`src/rtl/pbfs_pkg.sv`:
```
// Shared types and constants for the packed bit-field store.
// No dependencies; every other file in rtl/ imports this package.
`timescale 1ns / 1ps

package pbfs_pkg;

  localparam int STORE_BYTES    = 256;
  localparam int MAX_FIELD_BITS = 64;

  localparam int WORD_BITS    = 64;
  localparam int STORE_WORDS  = (STORE_BYTES + 7) / 8;
  localparam int WORD_IDX_W   = $clog2(STORE_WORDS);
  localparam int BIT_SEL_W    = $clog2(WORD_BITS);

  localparam int OFFSET_W     = 12;
  localparam int WIDTH_W      = 7;
  localparam int USED_W       = 9;
  localparam int VBC_W        = 12;
  localparam int STATUS_W     = 2;
  localparam int CFG_IDX_W    = 1;
  localparam int CFG_DATA_W   = 12;

  localparam logic [CFG_IDX_W-1:0] CFG_USED_BYTES = 1'd0;
  localparam logic [CFG_IDX_W-1:0] CFG_VALID_BITS = 1'd1;

  localparam logic OP_READ  = 1'b0;
  localparam logic OP_WRITE = 1'b1;

  localparam logic [STATUS_W-1:0] ST_OK     = 2'd0;
  localparam logic [STATUS_W-1:0] ST_WIDTH  = 2'd1;
  localparam logic [STATUS_W-1:0] ST_BOUNDS = 2'd2;

  localparam logic [USED_W-1:0] USED_RESET = USED_W'(STORE_BYTES);
  localparam logic [VBC_W-1:0]  VBC_RESET  = VBC_W'(STORE_BYTES * 8);

  // Commands from the sequencer to the datapath.
  typedef struct packed {
    logic load_in;   // capture request and its check result
    logic rd_en;     // read one store word
    logic rd_hi;     // 0: lower word of the window, 1: upper word
    logic cap_lo;    // capture lower word
    logic wr_lo;     // merge window, write lower word
    logic wr_hi;     // write upper word
    logic load_out;  // move result into output register
  } pbfs_cmd_t;

endpackage

```
`src/rtl/packed_bit_field_store_top.sv`:
```
// Top level of the packed bit-field store: configuration registers, sequencer and datapath.
// Depends on pbfs_pkg, pbfs_ctrl and pbfs_dp.
//
//   channel  direction  handshake             payload
//   in_      request    in_valid / in_ready   opcode, field_offset, field_width, write_value
//   out_     result     out_valid / out_ready read_value, status
//   cfg_     config     cfg_we (no wait)      cfg_index, cfg_wdata
//
// A request steps through accept and check, lower-word read, upper-word read,
// merge and lower-word write, upper-word write and result hand-off. The word store
// reads or writes one word per cycle, and a field touches two words each way.
// Reset (synchronous, rst_n low) clears the sequencer, sets used_bytes to 256 and
// valid_bit_count to 2048, and marks every store word as zero at once.
// A stalled result holds in the output register; the next request is accepted
// meanwhile and waits in its last step until the output register frees up.
`timescale 1ns / 1ps

module packed_bit_field_store_top
  import pbfs_pkg::*;
(
  input  logic                  clk,
  input  logic                  rst_n,
  input  logic                  in_valid,
  output logic                  in_ready,
  input  logic                  in_opcode,
  input  logic [OFFSET_W-1:0]   in_field_offset,
  input  logic [WIDTH_W-1:0]    in_field_width,
  input  logic [WORD_BITS-1:0]  in_write_value,
  output logic                  out_valid,
  input  logic                  out_ready,
  output logic [WORD_BITS-1:0]  out_read_value,
  output logic [STATUS_W-1:0]   out_status,
  input  logic                  cfg_we,
  input  logic [CFG_IDX_W-1:0]  cfg_index,
  input  logic [CFG_DATA_W-1:0] cfg_wdata
);

  // configuration registers; the user must write them only while idle; the block does not enforce this
  logic [USED_W-1:0] used_bytes_r, used_bytes_nxt;
  logic [VBC_W-1:0]  vbc_r, vbc_nxt;

  always_comb begin
    used_bytes_nxt = used_bytes_r;
    vbc_nxt        = vbc_r;
    if (cfg_we) begin
      unique case (cfg_index)
        CFG_USED_BYTES: used_bytes_nxt = cfg_wdata[USED_W-1:0];
        CFG_VALID_BITS: vbc_nxt        = cfg_wdata[VBC_W-1:0];
        default: ;
      endcase
    end
  end

  always_ff @(posedge clk) begin
    if (!rst_n) begin
      used_bytes_r <= USED_RESET;
      vbc_r        <= VBC_RESET;
    end else begin
      used_bytes_r <= used_bytes_nxt;
      vbc_r        <= vbc_nxt;
    end
  end

  pbfs_cmd_t cmd;

  // step control and handshakes
  pbfs_ctrl u_ctrl (
    .clk       (clk),
    .rst_n     (rst_n),
    .in_valid  (in_valid),
    .in_ready  (in_ready),
    .out_valid (out_valid),
    .out_ready (out_ready),
    .cmd       (cmd)
  );

  // check, store, extract and insert
  pbfs_dp u_dp (
    .clk             (clk),
    .rst_n           (rst_n),
    .cmd             (cmd),
    .used_bytes      (used_bytes_r),
    .valid_bit_count (vbc_r),
    .in_opcode       (in_opcode),
    .in_field_offset (in_field_offset),
    .in_field_width  (in_field_width),
    .in_write_value  (in_write_value),
    .out_read_value  (out_read_value),
    .out_status      (out_status)
  );

endmodule

```
`src/rtl/pbfs_ctrl.sv`:
```
// Sequencer for the packed bit-field store: input/output handshake and step control.
// Depends on pbfs_pkg.
`timescale 1ns / 1ps

module pbfs_ctrl
  import pbfs_pkg::*;
(
  input  logic      clk,
  input  logic      rst_n,
  input  logic      in_valid,
  output logic      in_ready,
  output logic      out_valid,
  input  logic      out_ready,
  output pbfs_cmd_t cmd
);

  localparam logic [2:0] S_IDLE  = 3'd0;
  localparam logic [2:0] S_CHECK = 3'd1;
  localparam logic [2:0] S_RD1   = 3'd2;
  localparam logic [2:0] S_WR0   = 3'd3;
  localparam logic [2:0] S_WR1   = 3'd4;

  logic [2:0] state_r, state_nxt;
  logic       out_valid_r, out_valid_nxt;
  logic       out_free;

  assign out_free  = !out_valid_r || out_ready;
  assign in_ready  = (state_r == S_IDLE);
  assign out_valid = out_valid_r;

  always_comb begin
    state_nxt = state_r;
    cmd       = '0;
    unique case (state_r)
      S_IDLE: begin
        if (in_valid) begin
          cmd.load_in = 1'b1;
          state_nxt   = S_CHECK;
        end
      end
      S_CHECK: begin
        cmd.rd_en = 1'b1;
        state_nxt = S_RD1;
      end
      S_RD1: begin
        cmd.rd_en  = 1'b1;
        cmd.rd_hi  = 1'b1;
        cmd.cap_lo = 1'b1;
        state_nxt  = S_WR0;
      end
      S_WR0: begin
        cmd.wr_lo = 1'b1;
        state_nxt = S_WR1;
      end
      S_WR1: begin
        // repeating the upper write while stalled is harmless
        cmd.wr_hi = 1'b1;
        if (out_free) begin
          cmd.load_out = 1'b1;
          state_nxt    = S_IDLE;
        end
      end
      default: state_nxt = S_IDLE;
    endcase
  end

  always_comb begin
    out_valid_nxt = out_valid_r;
    if (out_ready) out_valid_nxt = 1'b0;
    if (cmd.load_out) out_valid_nxt = 1'b1;
  end

  always_ff @(posedge clk) begin
    if (!rst_n) begin
      state_r     <= S_IDLE;
      out_valid_r <= 1'b0;
    end else begin
      state_r     <= state_nxt;
      out_valid_r <= out_valid_nxt;
    end
  end

endmodule

```
`src/rtl/pbfs_dp.sv`:
```
// Datapath for the packed bit-field store: request check, word store, field extract/insert.
// Depends on pbfs_pkg; driven by pbfs_ctrl commands.
`timescale 1ns / 1ps

module pbfs_dp
  import pbfs_pkg::*;
(
  input  logic                  clk,
  input  logic                  rst_n,
  input  pbfs_cmd_t             cmd,
  input  logic [USED_W-1:0]     used_bytes,
  input  logic [VBC_W-1:0]      valid_bit_count,
  input  logic                  in_opcode,
  input  logic [OFFSET_W-1:0]   in_field_offset,
  input  logic [WIDTH_W-1:0]    in_field_width,
  input  logic [WORD_BITS-1:0]  in_write_value,
  output logic [WORD_BITS-1:0]  out_read_value,
  output logic [STATUS_W-1:0]   out_status
);

  function automatic logic [WORD_BITS-1:0] field_mask(input logic [WIDTH_W-1:0] w);
    logic [WORD_BITS-1:0] m;
    if (w >= WIDTH_W'(WORD_BITS)) m = '1;
    else m = (WORD_BITS'(1) << w) - WORD_BITS'(1);
    return m;
  endfunction

  // request check, evaluated on the input ports
  logic [USED_W-1:0]    sat_bytes;
  logic [VBC_W:0]       avail_bits;
  logic [OFFSET_W:0]    field_end;
  logic [WORD_BITS-1:0] in_mask;
  logic [STATUS_W-1:0]  chk_status;

  always_comb begin
    sat_bytes  = (used_bytes > USED_W'(STORE_BYTES)) ? USED_W'(STORE_BYTES) : used_bytes;
    avail_bits = {(VBC_W + 1 - USED_W - 3)'(0), sat_bytes, 3'b000};
    field_end  = {1'b0, in_field_offset} + (OFFSET_W + 1)'(in_field_width);
    in_mask    = field_mask(in_field_width);
    priority if (in_field_width > WIDTH_W'(MAX_FIELD_BITS))
      chk_status = ST_WIDTH;
    else if ({1'b0, valid_bit_count} > avail_bits)
      chk_status = ST_BOUNDS;
    else if (field_end > (OFFSET_W + 1)'(valid_bit_count))
      chk_status = ST_BOUNDS;
    else if (in_opcode == OP_WRITE && (in_write_value & ~in_mask) != '0)
      chk_status = ST_WIDTH;
    else
      chk_status = ST_OK;
  end

  // request registers
  logic [STATUS_W-1:0]   status_r;
  logic                  do_read_r, do_write_r;
  logic [WORD_IDX_W-1:0] w0_r, w1_r;
  logic [BIT_SEL_W-1:0]  shift_r;
  logic [WORD_BITS-1:0]  mask_r, value_r;

  always_ff @(posedge clk) begin
    if (cmd.load_in) begin
      status_r   <= chk_status;
      do_read_r  <= (chk_status == ST_OK) && (in_opcode == OP_READ);
      do_write_r <= (chk_status == ST_OK) && (in_opcode == OP_WRITE);
      w0_r       <= in_field_offset[BIT_SEL_W +: WORD_IDX_W];
      w1_r       <= in_field_offset[BIT_SEL_W +: WORD_IDX_W] + WORD_IDX_W'(1);
      shift_r    <= in_field_offset[BIT_SEL_W-1:0];
      mask_r     <= in_mask;
      value_r    <= in_write_value & in_mask;
    end
  end

  // word store; rows never written read as zero
  logic [WORD_BITS-1:0]   mem [STORE_WORDS];
  logic [STORE_WORDS-1:0] row_valid_r;
  logic [WORD_BITS-1:0]   rdata_r;
  logic                   rvalid_r;
  logic                   we;
  logic [WORD_IDX_W-1:0]  waddr, raddr;
  logic [WORD_BITS-1:0]   wdata;
  logic [WORD_BITS-1:0]   rword;

  assign raddr = cmd.rd_hi ? w1_r : w0_r;
  assign rword = rvalid_r ? rdata_r : '0;

  always_ff @(posedge clk) begin
    if (we) mem[waddr] <= wdata;
    if (cmd.rd_en) rdata_r <= mem[raddr];
  end

  always_ff @(posedge clk) begin
    if (!rst_n) begin
      row_valid_r <= '0;
      rvalid_r    <= 1'b0;
    end else begin
      if (we) row_valid_r[waddr] <= 1'b1;
      if (cmd.rd_en) rvalid_r <= row_valid_r[raddr];
    end
  end

  // two-word window: extract and insert
  logic [WORD_BITS-1:0]   lo_r, new_hi_r, result_r;
  logic [2*WORD_BITS-1:0] window, win_mask, win_val, win_new, win_rd;

  always_comb begin
    window   = {rword, lo_r};
    win_mask = {{WORD_BITS{1'b0}}, mask_r} << shift_r;
    win_val  = {{WORD_BITS{1'b0}}, value_r} << shift_r;
    win_new  = (window & ~win_mask) | win_val;
    win_rd   = window >> shift_r;
  end

  always_ff @(posedge clk) begin
    if (cmd.cap_lo) lo_r <= rword;
    if (cmd.wr_lo) begin
      new_hi_r <= win_new[2*WORD_BITS-1:WORD_BITS];
      result_r <= do_read_r ? (win_rd[WORD_BITS-1:0] & mask_r) : '0;
    end
  end

  always_comb begin
    we    = do_write_r && (cmd.wr_lo || cmd.wr_hi);
    waddr = cmd.wr_hi ? w1_r : w0_r;
    wdata = cmd.wr_hi ? new_hi_r : win_new[WORD_BITS-1:0];
  end

  // output register
  logic [WORD_BITS-1:0] out_value_r;
  logic [STATUS_W-1:0]  out_status_r;

  always_ff @(posedge clk) begin
    if (cmd.load_out) begin
      out_value_r  <= result_r;
      out_status_r <= status_r;
    end
  end

  assign out_read_value = out_value_r;
  assign out_status     = out_status_r;

endmodule

```
`config.mk`:
```
export PLATFORM = sky130hd
export DESIGN_NAME = packed_bit_field_store_top
export DESIGN_NICKNAME = d
export VERILOG_FILES = /design/src/rtl/pbfs_pkg.sv /design/src/rtl/packed_bit_field_store_top.sv /design/src/rtl/pbfs_ctrl.sv /design/src/rtl/pbfs_dp.sv
export SDC_FILE = /design/constraint.sdc
export NUM_CORES = 2
export LEC_CHECK = 0
export BUFFER_PORTS_ARGS = -buffer_cell sky130_fd_sc_hd__buf_2
export CELL_PAD_IN_SITES_DETAIL_PLACEMENT = 1
export CELL_PAD_IN_SITES_GLOBAL_PLACEMENT = 1
export CORE_MARGIN = 2
export CORE_UTILIZATION = 40
export DETAILED_ROUTE_END_ITERATION = 6
export PLACE_DENSITY_LB_ADDON = 0.1
export SLEW_MARGIN = 5
export SYNTH_ARGS = -nofsm -noshare
export SYNTH_HDL_FRONTEND = slang
export SYNTH_SLANG_ARGS = --single-unit
```
`constraint.sdc`:
```
create_clock -name clk -period 17.5 [get_ports clk]
set_input_delay 4.375 -clock clk [delete_from_list [all_inputs] [get_ports clk]]
set_output_delay 4.375 -clock clk [all_outputs]
set_load 0.05 [all_outputs]
```
==> results.toml <==
[synthesis]
synth_fa_ha_area_share_pct = 0.3472
ys_seq_elements = 2576
yosys_warnings = 0
yosys.cell_types.count = 103
synth_mux_area_share_pct = 17.22
ys_flop_type = "sky130_fd_sc_hd__edfxtp_1"
post_synth.cell_area_avg_um2 = 15.22
yosysSeqAreaShare_pct = 65.75
synth_edf_count = 2518
synth_async_sr_flop_share_pct = 0
synth-simple-area-share_pct = 8.697
syn_nets = 7803
synth.largest_area_cell = "sky130_fd_sc_hd__edfxtp_1"
synth_cells = 7670
post_synth_main_area_contributors = "sky130_fd_sc_hd__edfxtp_1, sky130_fd_sc_hd__mux4_2, sky130_fd_sc_hd__nand2_1"
synth_top_area_share_pct = 64.75
synth_compound_area_share_pct = 5.457
largest_family_of_logic_cells_by_synthesized_area = "multiplexers"
synth.cell_area_um2 = 116800
post_synth_xor_xnor_area_pct = 0.2400

[timing]
rsz_0062_raised_after_global_routing = "false"
clock-skew-final_ns = 0.06374
period_needed_ns = 7.815
achievable-frequency_mhz = 128.0
fin_ws_ns = 9.685
setup_total_negative_slack_ns = 0
max_slew_headroom_at_the_worst_pin_pct = 6.325
post-route-period-util_pct = 44.66
fin_max_slew_vios = 0
timing_hold_violations_final = 0
timing_worst_slew_pin_value_ns = 1.405
setup-violations-final = 0

[worst_hold_path]
worst_hold_path_type = "flip-flop to flip-flop"

[drt]
route.vias.total = 74030
drtAntennaViolNets = 0
detail_route.wirelength_mm = 439.3
remaining_drc_errors = 0
first_pass_detailed_route_iteration_total = 5
via_to_cell_ratio = 6.197
wl_per_cell_um = 36.77
first_iter_violations = 8305

[floorplanning]
die_height_um = 544.3
die_w_um = 544.3
floorplan.rows = 198
start_util_pct = 40.18
core-area_um2 = 290600
ioPinCount = 170
die_area_um2 = 296300

[final_layout]
finalNonFillerCells = 11950
area.growth.synth_to_final_pct = 12.88
design.final.nets = 7950
filler_cell_count = 28340
drive_gt1_share_pct = 21.51

[flow_run]
max_cap_viol_count = 0

[power]
power.total_mw = 16.07
power.switching_fraction_pct = 28.89
power.share.clock_pct = 36.9
p_seq_share_pct = 45.9
power.combinational.fraction_pct = 17.1
power.net_switching_mw = 4.642
intPower_mw = 11.43
power.density_cell_area_nw_per_um2 = 121.9
power_leakage_nw = 43.49
highest_ir_drop_seen_on_vdd_uv = 91.34

[global_routing]
track_usage_pct = 29.38
largest_net_degree_at_the_start_of_global_routing = 159
global_route_wire_length_before_repair_mm = 608.0
grt_pass1_vias = 74240
grt_antenna_before_repair = 26
grt_remaining_overflow = 0

[run_status]
outcome = "finished, final reports clean"

[clock_network]
postCtsSetupRepairBufs = 0
clock_sinks = 2576
insertion_delay_ns = 0.93
htree_num_levels = 5
post_cts_resize_count = 0
cts_inserted_buffers = 290
worst_setup_hold_path_clk_slew_ns = 0.06
cts-hold-fix-buffers = 0
cts_tree = "done"
cts-root-to-sink-buffers = 4
cts.root.buffer_cell = "sky130_fd_sc_hd__clkbuf_16"

[setup_path]
critical_path.startpoint_type = "input port"
critPathRequiredTime_ns = 18.25
crit_arrival_ns = 8.57
crit_path_max_fanout = 41
crit_type = "input port to flip-flop"
critPathCaptureType = "flip-flop"

[placement]
numPortBuffers = 169
placed_instances = 11430
post-dp-hpwl_mm = 277.7
detailedPlace.worstSlack_ns = 8.795
finalWeightedCongestion = 0.9856
metrics by stage:
stage	area, um2	hold WS [ns]	utilization (%)
5_1_grt	131800	0.4246	45.35
6_report	131800	0.4137	45.36
3_5_place_dp	122700	0.4063	42.22
3_3_place_gp	122700	0.4010	42.22
4_1_cts	131800	0.4166	45.35
2_1_floorplan	116800	0.4003	-
final timing paths:
check	start	to	slack [ns]	depth (start not counted)
hold / removal	u_dp.result_r[4]	u_dp.out_read_value[4]	0.41	0
hold reg to reg	u_dp.result_r[4]	u_dp.out_read_value[4]	0.41	0
setup reg to reg	u_ctrl.state_r[1]	u_dp.rdata_r[27]	11.42	12
setup / recovery	in_field_width[1]	u_dp.status_r[0]	9.68	18
cells in the mapped netlist (8+ instances only):
cell                          n
sky130_fd_sc_hd__inv_1       91
sky130_fd_sc_hd__a21oi_1    144
sky130_fd_sc_hd__a22o_1       9
sky130_fd_sc_hd__o211ai_1    53
sky130_fd_sc_hd__nand4_1     11
sky130_fd_sc_hd__and2_1     101
sky130_fd_sc_hd__a21boi_0    20
sky130_fd_sc_hd__buf_1      100
sky130_fd_sc_hd__or3_1       13
sky130_fd_sc_hd__buf_4       28
sky130_fd_sc_hd__clkbuf_1   275
sky130_fd_sc_hd__or2_2       12
sky130_fd_sc_hd__o21ai_0    341
sky130_fd_sc_hd__xnor2_1     23
sky130_fd_sc_hd__o22ai_1     29
sky130_fd_sc_hd__nand2_1   1324
sky130_fd_sc_hd__dfxtp_1     58
sky130_fd_sc_hd__ha_1        30
sky130_fd_sc_hd__a21o_1      13
sky130_fd_sc_hd__nor3b_1      8
sky130_fd_sc_hd__nand2b_1     9
sky130_fd_sc_hd__mux4_2     750
sky130_fd_sc_hd__xor2_1       9
sky130_fd_sc_hd__edfxtp_1  2518
sky130_fd_sc_hd__nor3_1      54
sky130_fd_sc_hd__a211oi_1    74
sky130_fd_sc_hd__mux2i_1    243
sky130_fd_sc_hd__nor2b_1     36
sky130_fd_sc_hd__buf_2      127
sky130_fd_sc_hd__nand3_1    419
sky130_fd_sc_hd__a211o_1      9
sky130_fd_sc_hd__o22a_1      18
sky130_fd_sc_hd__a31oi_1     86
sky130_fd_sc_hd__o2111a_1    31
sky130_fd_sc_hd__nor2_1     309
sky130_fd_sc_hd__mux2_2      66
sky130_fd_sc_hd__nor4_1      11
sky130_fd_sc_hd__o21a_1      63
sky130_fd_sc_hd__and3_1      14
placed cells by master, fill, tap and decap left out, types with 36 or more instances in the layout:
cell                           n
sky130_fd_sc_hd__nor3_1       42
sky130_fd_sc_hd__buf_4       202
sky130_fd_sc_hd__buf_2       169
sky130_fd_sc_hd__dfxtp_1      57
sky130_fd_sc_hd__nor2b_1      36
sky130_fd_sc_hd__a31oi_1      72
sky130_fd_sc_hd__o211ai_1     53
sky130_fd_sc_hd__clkbuf_1     66
sky130_fd_sc_hd__nand2_1    1323
sky130_fd_sc_hd__and2_1      100
sky130_fd_sc_hd__nor2_4       36
sky130_fd_sc_hd__a21oi_1     133
sky130_fd_sc_hd__mux2i_1     238
sky130_fd_sc_hd__clkinv_1     59
sky130_fd_sc_hd__o21a_1       63
sky130_fd_sc_hd__mux2_2       64
sky130_fd_sc_hd__a211oi_1     74
sky130_fd_sc_hd__o21ai_0     334
sky130_fd_sc_hd__mux4_2      750
sky130_fd_sc_hd__clkbuf_16   297
sky130_fd_sc_hd__nand3_1     419
sky130_fd_sc_hd__edfxtp_1   2518
sky130_fd_sc_hd__inv_1        88
sky130_fd_sc_hd__nor2_1      273
state kept, by name, indices dropped and copies added, names as in the netlist, 6 cells and up:
register and cells:
u_dp.lo_r 64, u_dp.mask_r 64, u_dp.mem 2048, u_dp.new_hi_r 64, u_dp.out_read_value 64, u_dp.rdata_r 64
u_dp.result_r 64, u_dp.row_valid_r 32, u_dp.shift_r 6, u_dp.value_r 64, used_bytes_r 9, vbc_r 12
area by class of cell:
class | instances | area, um2 | area share [%]
Inverter | 96 | 370.4 | 0.2810
Tap cell | 3900 | 4880 | 3.702
Clock inverter | 149 | 1393 | 1.057
Sequential cell | 2576 | 76780 | 58.25
Antenna cell | 8 | 20.02 | 0.01519
Clock buffer | 364 | 7694 | 5.837
Timing Repair Buffer | 391 | 2763 | 2.096
Multi-Input combinational cell | 4462 | 37910 | 28.76
power by group through the flow:
stage	Clock [mW]	Combinational, mW	Sequential [mW]
2_1_floorplan	0	1.66	7.35
3_3_place_gp	0	2.69	7.49
3_5_place_dp	0	2.72	7.49
4_1_cts	6.05	2.73	7.37
5_1_grt	6.27	2.92	7.37
6_report	5.94	2.75	7.38
worst max-delay path, cell delays in order:
cell and delay [ns]:
sky130_fd_sc_hd__buf_2 0.07, sky130_fd_sc_hd__buf_4 0.43, sky130_fd_sc_hd__ha_1 0.33, sky130_fd_sc_hd__a21o_1 0.16, sky130_fd_sc_hd__a21oi_1 0.25, sky130_fd_sc_hd__o21bai_1 0.11
sky130_fd_sc_hd__a21oi_1 0.25, sky130_fd_sc_hd__o21bai_1 0.10, sky130_fd_sc_hd__a21oi_1 0.32, sky130_fd_sc_hd__xnor2_1 0.18, sky130_fd_sc_hd__ha_1 0.27, sky130_fd_sc_hd__o21ai_0 0.21
sky130_fd_sc_hd__a21oi_1 0.12, sky130_fd_sc_hd__a221oi_1 0.26, sky130_fd_sc_hd__a21oi_1 0.13, sky130_fd_sc_hd__a211oi_1 0.61, sky130_fd_sc_hd__a21oi_1 0.14, sky130_fd_sc_hd__o21ba_1 0.24
kinds of logic (layout without fill, tap and decap cells):
kind of cell / count (synthesis) / in the layout
buffers and inverters: 632 / 1000
AOI/OAI and AO/OA: 983 / 983
DFF: 2576 / 2576
xor gates and xnor gates: 32 / 32
adders and majority gates: 32 / 32
muxes: 1061 / 1061
and+or+nand+nor: 2354 / 2354
other: 0 / 8
layer usage:
| layer | up-vias | track usage (%) | wire (um) |
|---|---|---|---|
| li1 | 30270 | - | - |
| met1 | 40230 | 42.37 | 191600 |
| met2 | 2938 | 45.55 | 202200 |
| met3 | 593 | 4.785 | 30450 |
| met4 | 4 | 9.277 | 15000 |
| met5 | - | 0 | 34 |
Note: power is estimated with default switching activity, not from simulation.
